`src/rtl/core/dnp_pkg.sv`:
```
package dnp_pkg;

    localparam int MAX_DIGITS_DEF     = 18;
    localparam int EXPONENT_LIMIT_DEF = 9999;

    localparam int SIG_W      = 60;
    localparam int DEC_EXP_W  = 16;
    localparam int COUNT_W    = 16;
    localparam int EXP_ACC_W  = 14;
    localparam int EXP_SHIFT_W = 15;
    localparam int EXP_SUM_W  = 17;

    localparam logic [7:0] CH_PLUS  = 8'h2B;
    localparam logic [7:0] CH_MINUS = 8'h2D;
    localparam logic [7:0] CH_DOT   = 8'h2E;
    localparam logic [7:0] CH_ZERO  = 8'h30;
    localparam logic [7:0] CH_NINE  = 8'h39;
    localparam logic [7:0] CH_E_LO  = 8'h65;
    localparam logic [7:0] CH_E_UP  = 8'h45;

    typedef enum logic [2:0] {
        PH_IDLE,
        PH_INT,
        PH_FRAC,
        PH_EXP_SIGN,
        PH_EXP_DIG
    } t_phase;

    typedef struct packed {
        logic [SIG_W-1:0]            significand;
        logic signed [DEC_EXP_W-1:0] decimal_exponent;
        logic                        is_negative;
        logic [COUNT_W-1:0]          chars_used;
        logic                        digits_dropped;
    } t_result;

    // elaboration-time power of ten
    function automatic logic [SIG_W-1:0] pow10(input int n);
        logic [SIG_W-1:0] v;
        v = SIG_W'(1);
        for (int k = 0; k < n; k++) begin
            v = SIG_W'(v * SIG_W'(10));
        end
        return v;
    endfunction

endpackage

```
`src/rtl/core/dnp_core.sv`:
```
module dnp_core #(
    parameter int MAX_DIGITS     = dnp_pkg::MAX_DIGITS_DEF,
    parameter int EXPONENT_LIMIT = dnp_pkg::EXPONENT_LIMIT_DEF
) (
    input  logic             i_clk,
    input  logic             i_rst_n,
    input  logic             i_fire,
    input  logic [7:0]       i_char_code,
    input  logic             i_starts_number,
    input  logic             i_ends_text,
    output logic             o_res_valid,
    output dnp_pkg::t_result o_res
);
    import dnp_pkg::*;

    localparam int HW = $clog2(MAX_DIGITS + 1);
    localparam logic [HW-1:0] MAX_HELD = HW'(MAX_DIGITS);
    localparam logic signed [EXP_SHIFT_W-1:0] LIM_S = EXP_SHIFT_W'(EXPONENT_LIMIT);
    localparam logic [EXP_ACC_W-1:0] LIM_A = EXP_ACC_W'(EXPONENT_LIMIT);
    localparam logic signed [EXP_SHIFT_W-1:0] SHIFT_ONE = EXP_SHIFT_W'(1);

    t_phase                        r_phase, n_phase, b_phase;
    logic [SIG_W-1:0]              r_acc, n_acc, b_acc;
    logic [HW-1:0]                 r_held, n_held, b_held;
    logic signed [EXP_SHIFT_W-1:0] r_shift, n_shift, b_shift;
    logic [EXP_ACC_W-1:0]          r_eacc, n_eacc, b_eacc;
    logic                          r_neg, n_neg, b_neg;
    logic                          r_eneg, n_eneg, b_eneg;
    logic [COUNT_W-1:0]            r_count, n_count, b_count;
    logic                          r_loss, n_loss, b_loss;

    logic                   active, taken, emit;
    logic                   is_dig, is_e, is_sign;
    logic [3:0]             dval;
    logic                   mant, frac, edig, do_up, do_down;
    logic [EXP_SUM_W-1:0]   ev;
    logic signed [DEC_EXP_W-1:0] e_read;

    assign is_dig  = (i_char_code >= CH_ZERO) && (i_char_code <= CH_NINE);
    assign dval    = is_dig ? 4'(i_char_code - CH_ZERO) : 4'd0;
    assign is_e    = (i_char_code == CH_E_LO) || (i_char_code == CH_E_UP);
    assign is_sign = (i_char_code == CH_PLUS) || (i_char_code == CH_MINUS);

    always_comb begin
        // a start clears the number before this character is looked at
        b_phase = r_phase;
        b_acc   = r_acc;
        b_held  = r_held;
        b_shift = r_shift;
        b_eacc  = r_eacc;
        b_neg   = r_neg;
        b_eneg  = r_eneg;
        b_count = r_count;
        b_loss  = r_loss;
        if (i_starts_number) begin
            b_phase = PH_INT;
            b_acc   = '0;
            b_held  = '0;
            b_shift = '0;
            b_eacc  = '0;
            b_neg   = 1'b0;
            b_eneg  = 1'b0;
            b_count = '0;
            b_loss  = 1'b0;
        end
        active = i_starts_number || (r_phase != PH_IDLE);

        n_phase = b_phase;
        n_acc   = b_acc;
        n_held  = b_held;
        n_shift = b_shift;
        n_eacc  = b_eacc;
        n_neg   = b_neg;
        n_eneg  = b_eneg;
        n_count = b_count;
        n_loss  = b_loss;
        taken   = 1'b0;
        mant    = 1'b0;
        frac    = 1'b0;
        edig    = 1'b0;
        do_up   = 1'b0;
        do_down = 1'b0;
        ev      = '0;

        if (i_starts_number && is_sign) begin
            taken = 1'b1;
            if (i_char_code == CH_MINUS) n_neg = 1'b1;
        end else begin
            unique case (b_phase)
                PH_INT: begin
                    if (is_dig) begin
                        taken = 1'b1;
                        mant  = 1'b1;
                    end else if (i_char_code == CH_DOT) begin
                        taken   = 1'b1;
                        n_phase = PH_FRAC;
                    end else if (is_e) begin
                        taken   = 1'b1;
                        n_phase = PH_EXP_SIGN;
                    end
                end
                PH_FRAC: begin
                    if (is_dig) begin
                        taken = 1'b1;
                        mant  = 1'b1;
                        frac  = 1'b1;
                    end else if (is_e) begin
                        taken   = 1'b1;
                        n_phase = PH_EXP_SIGN;
                    end
                end
                PH_EXP_SIGN: begin
                    if (is_sign) begin
                        taken   = 1'b1;
                        n_phase = PH_EXP_DIG;
                        if (i_char_code == CH_MINUS) n_eneg = 1'b1;
                    end else if (is_dig) begin
                        taken   = 1'b1;
                        edig    = 1'b1;
                        n_phase = PH_EXP_DIG;
                    end
                end
                PH_EXP_DIG: begin
                    if (is_dig) begin
                        taken = 1'b1;
                        edig  = 1'b1;
                    end
                end
                PH_IDLE: ;
                default: ;
            endcase
        end

        if (mant) begin
            if (b_held == '0 && dval == 4'd0) begin
                // leading zeros hold no digit place
                do_down = frac;
            end else if (b_held < MAX_HELD) begin
                n_acc   = (b_acc << 3) + (b_acc << 1) + SIG_W'(dval);
                n_held  = HW'(b_held + 1'b1);
                do_down = frac;
            end else begin
                if (dval != 4'd0) n_loss = 1'b1;
                do_up = !frac;
            end
        end

        if (do_up) begin
            if (b_shift < LIM_S) n_shift = EXP_SHIFT_W'(b_shift + SHIFT_ONE);
            else n_loss = 1'b1;
        end
        if (do_down) begin
            if (b_shift > -LIM_S) n_shift = EXP_SHIFT_W'(b_shift - SHIFT_ONE);
            else n_loss = 1'b1;
        end

        if (edig) begin
            ev = (EXP_SUM_W'(b_eacc) << 3) + (EXP_SUM_W'(b_eacc) << 1) + EXP_SUM_W'(dval);
            if (ev > EXP_SUM_W'(EXPONENT_LIMIT)) begin
                n_eacc = LIM_A;
                n_loss = 1'b1;
            end else begin
                n_eacc = ev[EXP_ACC_W-1:0];
            end
        end

        if (taken && (b_count != '1)) n_count = COUNT_W'(b_count + 1'b1);

        emit = active && (!taken || i_ends_text);
        if (emit) n_phase = PH_IDLE;
    end

    always_ff @(posedge i_clk) begin
        if (!i_rst_n) begin
            r_phase <= PH_IDLE;
            r_acc   <= '0;
            r_held  <= '0;
            r_shift <= '0;
            r_eacc  <= '0;
            r_neg   <= 1'b0;
            r_eneg  <= 1'b0;
            r_count <= '0;
            r_loss  <= 1'b0;
        end else if (i_fire && active) begin
            r_phase <= n_phase;
            r_acc   <= n_acc;
            r_held  <= n_held;
            r_shift <= n_shift;
            r_eacc  <= n_eacc;
            r_neg   <= n_neg;
            r_eneg  <= n_eneg;
            r_count <= n_count;
            r_loss  <= n_loss;
        end
    end

    assign e_read = n_eneg ? -$signed({2'b00, n_eacc}) : $signed({2'b00, n_eacc});

    assign o_res_valid            = i_fire && emit;
    assign o_res.significand      = n_acc;
    assign o_res.decimal_exponent = DEC_EXP_W'(e_read + $signed({n_shift[EXP_SHIFT_W-1], n_shift}));
    assign o_res.is_negative      = n_neg;
    assign o_res.chars_used       = n_count;
    assign o_res.digits_dropped   = n_loss;

endmodule

```
`src/rtl/core/dnp_out_buf.sv`:
```
module dnp_out_buf (
    input  logic             i_clk,
    input  logic             i_rst_n,
    input  logic             i_load_valid,
    input  dnp_pkg::t_result i_load,
    output logic             o_can_load,
    input  logic             i_stall,
    output logic             o_valid,
    output dnp_pkg::t_result o_res
);
    import dnp_pkg::*;

    logic    r_valid;
    t_result r_res;

    assign o_can_load = !r_valid || !i_stall;

    always_ff @(posedge i_clk) begin
        if (!i_rst_n) begin
            r_valid <= 1'b0;
        end else if (o_can_load) begin
            r_valid <= i_load_valid;
        end
    end

    always_ff @(posedge i_clk) begin
        if (o_can_load && i_load_valid) begin
            r_res <= i_load;
        end
    end

    assign o_valid = r_valid;
    assign o_res   = r_res;

endmodule

```
`src/rtl/core/decimal_number_text_parser.sv`:
```
// a request is held in the input register, then its result is registered in the output buffer
// throughput: one character per cycle while o_stall is low; the digit and exponent update is combinational
// while a finished result waits on i_stall the input register holds one request, then stalls
// reset: synchronous active-low i_rst_n clears the parse state and both valid flags;
// the parser then waits for a character with i_starts_number set
module decimal_number_text_parser #(
    parameter int MAX_DIGITS     = dnp_pkg::MAX_DIGITS_DEF,
    parameter int EXPONENT_LIMIT = dnp_pkg::EXPONENT_LIMIT_DEF
) (
    input  logic                                     i_clk,
    input  logic                                     i_rst_n,
    input  logic                                     i_valid,
    output logic                                     o_stall,
    input  logic [7:0]                               i_char_code,
    input  logic                                     i_starts_number,
    input  logic                                     i_ends_text,
    output logic                                     o_valid,
    input  logic                                     i_stall,
    output logic [dnp_pkg::SIG_W-1:0]                o_significand,
    output logic signed [dnp_pkg::DEC_EXP_W-1:0]     o_decimal_exponent,
    output logic                                     o_is_negative,
    output logic [dnp_pkg::COUNT_W-1:0]              o_chars_used,
    output logic                                     o_digits_dropped
);
    import dnp_pkg::*;

    logic       r_in_valid;
    logic [7:0] r_char;
    logic       r_start;
    logic       r_last;
    logic       accept, fire, can_load, res_valid;
    t_result    res, out_res;

    assign fire    = r_in_valid && can_load;
    assign o_stall = r_in_valid && !can_load;
    assign accept  = i_valid && !o_stall;

    always_ff @(posedge i_clk) begin
        if (!i_rst_n) begin
            r_in_valid <= 1'b0;
        end else if (accept) begin
            r_in_valid <= 1'b1;
        end else if (fire) begin
            r_in_valid <= 1'b0;
        end
    end

    always_ff @(posedge i_clk) begin
        if (accept) begin
            r_char  <= i_char_code;
            r_start <= i_starts_number;
            r_last  <= i_ends_text;
        end
    end

    dnp_core #(
        .MAX_DIGITS     (MAX_DIGITS),
        .EXPONENT_LIMIT (EXPONENT_LIMIT)
    ) u_core (
        .i_clk           (i_clk),
        .i_rst_n         (i_rst_n),
        .i_fire          (fire),
        .i_char_code     (r_char),
        .i_starts_number (r_start),
        .i_ends_text     (r_last),
        .o_res_valid     (res_valid),
        .o_res           (res)
    );

    dnp_out_buf u_out (
        .i_clk        (i_clk),
        .i_rst_n      (i_rst_n),
        .i_load_valid (res_valid),
        .i_load       (res),
        .o_can_load   (can_load),
        .i_stall      (i_stall),
        .o_valid      (o_valid),
        .o_res        (out_res)
    );

    assign o_significand      = out_res.significand;
    assign o_decimal_exponent = out_res.decimal_exponent;
    assign o_is_negative      = out_res.is_negative;
    assign o_chars_used       = out_res.chars_used;
    assign o_digits_dropped   = out_res.digits_dropped;

endmodule

```
`config.mk`:
```
export PLATFORM = sky130hd
export DESIGN_NAME = decimal_number_text_parser
export DESIGN_NICKNAME = d
export VERILOG_FILES = /design/src/rtl/core/dnp_pkg.sv /design/src/rtl/core/dnp_core.sv /design/src/rtl/core/dnp_out_buf.sv /design/src/rtl/core/decimal_number_text_parser.sv
export SDC_FILE = /design/constraint.sdc
export NUM_CORES = 1
export LEC_CHECK = 0
export BUFFER_PORTS_ARGS = -buffer_cell sky130_fd_sc_hd__buf_4
export CORE_ASPECT_RATIO = 1.25
export CORE_MARGIN = 3
export CORE_UTILIZATION = 30
export DETAILED_ROUTE_END_ITERATION = 10
export PLACE_DENSITY_LB_ADDON = 0.08
export REMOVE_ABC_BUFFERS = 1
export SLEW_MARGIN = 20
export SYNTH_ARGS = -nofsm -noshare
export SYNTH_HDL_FRONTEND = slang
export SYNTH_SLANG_ARGS = --single-unit
```
`constraint.sdc`:
```
create_clock -name i_clk -period 12.5 [get_ports i_clk]
set_input_delay 2.5 -clock i_clk [delete_from_list [all_inputs] [get_ports i_clk]]
set_output_delay 2.5 -clock i_clk [all_outputs]
set_load 0.005 [all_outputs]
```
======== Word-level counts from Yosys, hierarchy flattened ========
Index checks and enable logic that the tools add are counted.
word-level totals
  register bits after elaboration ......... 222
  output and inout bits ................... 96
  input port bits ......................... 14
  logic and storage cells ................. 146
operators by class
  multiplexer cells ....................... 72
  eq/ne operators ......................... 10
  magnitude comparators ................... 6
  reduce and logical (&&, ||, !) cells .... 28
  add/sub/neg operators ................... 11
operators by type and width
  operator                 count
  $mux W60                 4
  $mux W15                 5
  $add A60 B4 Y60          1
  $add A60 B60 Y60         1
  $mux W16                 3
  $mux W14                 3
  $mux W1                  40
  $mux W3                  9
  $eq A8 B6 Y1 const B     3
  $mux W5                  4
  $add A17 B15 Y17         1
  $add A17 B4 Y17          1
  $gt A17 B14 Y1 const B   1
  $add A16 B1 Y16 const B  1
  $add A16 B15 Y16         1
  $eq A8 B7 Y1 const B     2
  $ne A16 B16 Y1 const B   1
  $neg A14 Y16             1
  $add A15 B2 Y15 const B  1
  $gt A15 B15 Y1 const B   1
  $lt A15 B15 Y1 const B   1
  $sub A15 B2 Y15 const B  1
  $logic_and A1 B1 Y1      11
  $pmux W3 S3              1
  other kinds (19)         29

======== Logic depth before layout (Yosys ltp) ========
  depth in word-level cells ............... 14
  depth in mapped cells ................... 37
  depth with buffers taken out ............ 32

======== By module ========
Synthesis repeated with hierarchy kept, for this count alone.
second synthesis, totals
  cell total of the unflattened synthesis .. 1866
  area, all modules ....................... 16323.2 µm²
by module, submodules not included
  module                      instances  sequential area each (µm²)  cells each  area each (µm²)
  dnp_core                    1          2322.2                      1752        13105.1
  dnp_out_buf                 1          2842.7                      99          2864.0
  decimal_number_text_parser  1          320.3                       15          354.1

======== Worst setup path before layout ========
No wires, ideal clock.
  kind .................................... register to register
  from .................................... register r_start
  to ...................................... register u_out.r_res, in the netlist u_out.o_res[33] (data pin)
  arrival ................................. 7.873 ns
  clock period less this slack ............ 8.133 ns
  slack ................................... 4.367 ns
  path buffers ............................ 8
  data required time ...................... 12.241 ns
  setup time .............................. 0.259 ns
  cell stages (with the launch flop) ...... 37
  path through ............................ edfxtp_1 clkbuf_1 clkbuf_1 clkbuf_1 clkbuf_1 buf_2 clkbuf_1 clkbuf_1 clkbuf_1 nor2b_1 ha_1 ha_1 nor2b_1 a221o_1 a211oi_2 or4b_1 and4_4 o31ai_4 nand2_2 o21a_1 a21oi_1 ha_1 nand3_1 a21o_1 nand2_1 xnor2_1 ha_1 or2_2 a21oi_1 o31ai_1 o41ai_1 o21bai_1 nand2_1 nand2_1 a21o_1 a21oi_1 xnor2_1
RTL lines
  element                 RTL line                          text
  from (decl)             decimal_number_text_parser.sv:29  logic r_start;
  from (signal assigned)  decimal_number_text_parser.sv:51  r_start <= i_starts_number;
  to (signal assigned)    dnp_out_buf.sv:28                 r_res <= i_load;
  to (decl)               dnp_out_buf.sv:14                 t_result r_res;

==> metrics.md <==
| Metric | Value |
|---|---|
| Clock power share | 44.9% |
| Initial core utilization | 30.62% |
| Post-Route Skew | 0.02065 ns |
| Final Hold Fails | 0 |
| Flop pwr share | 46.5% |
| Post-synthesis register bit count | 222 |
| Synth Cell Area | 0.01624 sq mm |
| Clock buffer depth | 3 |
| Area growth from synthesis to layout | 14.33% |
| Worst min-delay path class | reg2reg |
| Largest net degree at the start of global routing | 67 |
| Router iterations before antenna repair | 5 |
| Unrepaired setup endpoints after global routing | false |
| CTS sink cnt | 222 |
| Port bufs | 109 |
| Worst skew pair latency | 0.56 ns |
| Setup TNS | 0 ns |
| DR WL met2 | 25.01 mm |
| Antenna violations before repair | 0 |
| Yosys Warn Count | 0 |
| Post_cts resized | 0 |
| Vias per cell | 5.142 |
| H-tree depth | 1 |
| R2R depth | 30 |
| Clock Pin Slew Worst Setup and Hold Paths | 0.06 ns |
| CTS Root Buffer Type | clkbuf_16 |
| Final nets | 2159 |
| DRT met1 WL | 21.80 mm |
| Number of synthesized flops with an enable pin | 104 |
| Crit end category | flip-flop |
| Switch share | 25.00% |
| Ys async rst share | 0% |
| CP Max Fanout | 11 |
| Min Tclk post-route | 7.844 ns |
| Startpoint Class | flip-flop |
| Gate power share | 8.6% |
| Pint | 0.001282 W |
| Post-CTS setup buffers | 0 |
| Status | finished clean |
| DIE WIDTH | 214.1 microns |
| Diode count | 0 |
| DRT iter0 DRCs | 656 |
| CP Data Required Time | 12.80 ns |
| Slew HR | 29.68% |
| Routed wire length per instance | 18.26 microns |
| Core area | 0.05304 sq mm |
| Placed Area | 0.01773 sq mm |
| Site Rows | 94 |
| Vias | 13.97k |
| Die area | 0.05699 sq mm |
| Switching pwr | 0.0004272 W |
| CTS tree | done |
| Worst-margin pin slew | 1.053 ns |
| DRC | 0 |
| Register area share after synthesis | 33.77% |
| Power, Total | 0.001709 W |
| GRT Total Usage | 16.99% |
| Synth Flop Type | dfxtp_1 |
| Fin util | 35.01% |
| Antenna-violating nets left | 0 |
| P per Cell Area | 92.04 mW/mm^2 |
| Top Metal Used | met4 |
| Mean Syn Cell Area | 8.473 sq um |
| Vias in the first global route | 14.09k |
| Post-route cell area | 0.01857 sq mm |
| CTS buffer count | 26 |
| WHS Path Cells | 2 |
| Share of cells above drive strength 1 | 10.72% |
| Tcrit/Tclk final | 62.75% |
| Synth unique cells | 92 |
| Final Wtd Congestion | 0.8607 |
| FMAX | 127.5 MHz |
| DR WL met3 | 1.722 mm |
| Fin. max-slew vios | 0 |
| Commonest non-fill, non-tap cells in the layout | 242 x nand2_1, 170 x a21oi_1, 169 x nor2_1, 163 x ha_1, 122 x buf_4 |
| Crit-path max cell delay | 0.52 ns |
| Final setup fails | 0 |
| # Max-Cap Violations | 0 |
| Kind of critical path | reg2reg |
| First-pass GRT wire length | 78.93 mm |
| Hpwl dp | 35.84 mm |
| CTS Hold Buffers Added | 0 |
| Die height | 266.1 microns |
| Pleak | 7.608 nW |
| Worst Path Arrival | 8.15 ns |
| Grt total ovfl | 0 |
| Synth Instances | 1917 |
| Crit path max-delay cell type | nor3b_1 |
| WL final | 49.60 mm |
| I/O pins | 110 |
| Worst ir drop on vdd | 88.66 uV |
| Most common cell after layout, fill and taps aside | nand2_1 |
-- metal layers --
layer / up-vias / GRT usage (%)
met1: 6626 / 20.89
met2: 259 / 31.61
met5: - / 0
met3: 61 / 1.962
met4: 0 / 4.299
li1: 7025 / -
-- state kept, by name, indices dropped and copies added, names as in the netlist --
register,cells
u_core.r_shift,15
r_start,1
u_core.r_loss,1
u_core.r_phase,3
u_core.r_held,5
r_char,8
u_core.r_eneg,1
r_last,1
u_core.r_count,16
u_out.o_valid,1
u_core.r_eacc,14
u_core.r_neg,1
r_in_valid,1
u_core.r_acc,60
u_out.o_res,94
-- Yosys cell counts (14+ instances only) --
| cell type | count | share of area (%) |
|---|---|---|
| nand3_1 | 42 | 1.3 |
| clkbuf_1 | 70 | 1.6 |
| o21a_1 | 15 | 0.69 |
| nor2_1 | 170 | 3.9 |
| xor2_1 | 42 | 2.3 |
| o21ai_0 | 119 | 3.7 |
| a211oi_1 | 28 | 1.3 |
| nor3_1 | 49 | 1.5 |
| nand2_1 | 242 | 5.6 |
| nor2b_1 | 94 | 3.6 |
| a21o_1 | 39 | 1.8 |
| o21bai_1 | 15 | 0.69 |
| ha_1 | 163 | 13 |
| dfxtp_1 | 118 | 15 |
| inv_1 | 55 | 1.3 |
| and3_1 | 17 | 0.65 |
| xnor2_1 | 70 | 3.8 |
| and2_1 | 14 | 0.54 |
| nand2b_1 | 15 | 0.58 |
| a21oi_1 | 172 | 5.3 |
| edfxtp_1 | 104 | 19 |
| or3_1 | 14 | 0.54 |
| nand4_1 | 21 | 0.81 |
-- worst max-delay path: cells and delay by family, from the launching register on --
family,cells,cell delay (ns)
AOI/OAI and AO/OA,14,2.93
xor gates and xnor gates,2,0.25
adders and majority gates,4,1.33
DFF,1,0.38
and+or+nand+nor,10,2.70
-- metrics by stage --
step | setup slack (ns) | cells | hold slack, ns
floorplan | 3.435 | 1827 | 0.4318
global placement | 4.750 | 2669 | 0.4379
detailed placement | 4.636 | 2669 | 0.4426
CTS | 4.620 | 2717 | 0.4510
global route | 3.903 | 2717 | 0.4619
finish | 4.656 | 2717 | 0.4498
-- cell type report --
class                           instances  area (sq um)
Fill cell                            5548         34470
Clock inverter                         10         98.84
Clock buffer                           38         737.0
Inverter                               56         212.7
Sequential cell                       222          5485
Tap cell                              720         900.9
Timing Repair Buffer                  122         915.9
Multi-Input combinational cell       1549         10220
-- final timing paths --
| check | endpoint | slack [ns] | start |
|---|---|---|---|
| max reg2reg | u_out.o_res[33]$_DFFE_PP_ | 4.66 | r_char[7]$_DFFE_PP_ |
| max | u_out.o_res[33]$_DFFE_PP_ | 4.66 | r_char[7]$_DFFE_PP_ |
| min | u_core.r_acc[13]$_SDFFE_PN0P_ | 0.45 | u_core.r_acc[13]$_SDFFE_PN0P_ |
| min reg2reg | u_core.r_acc[13]$_SDFFE_PN0P_ | 0.45 | u_core.r_acc[13]$_SDFFE_PN0P_ |
-- power groups by stage --
stage / Sequential (W) / Combinational [W] / Clock (W)
finish: 0.000795 / 0.000147 / 0.000767
global route: 0.000798 / 0.000163 / 0.000826
detailed placement: 0.000811 / 0.000150 / 0
global placement: 0.000811 / 0.000149 / 0
CTS: 0.000796 / 0.000150 / 0.000794
floorplan: 0.000814 / 0.0000795 / 0
-- cell families after synthesis --
kind of cell | Yosys count | synth area share, %
fa+ha+maj | 168 | 13.17
xor+xnor | 112 | 6.040
simple gates | 720 | 21.05
buf+inv | 146 | 3.559
compound gates | 529 | 21.07
mux | 20 | 1.333
flops | 222 | 33.77
(Power assumes the default switching activity.)
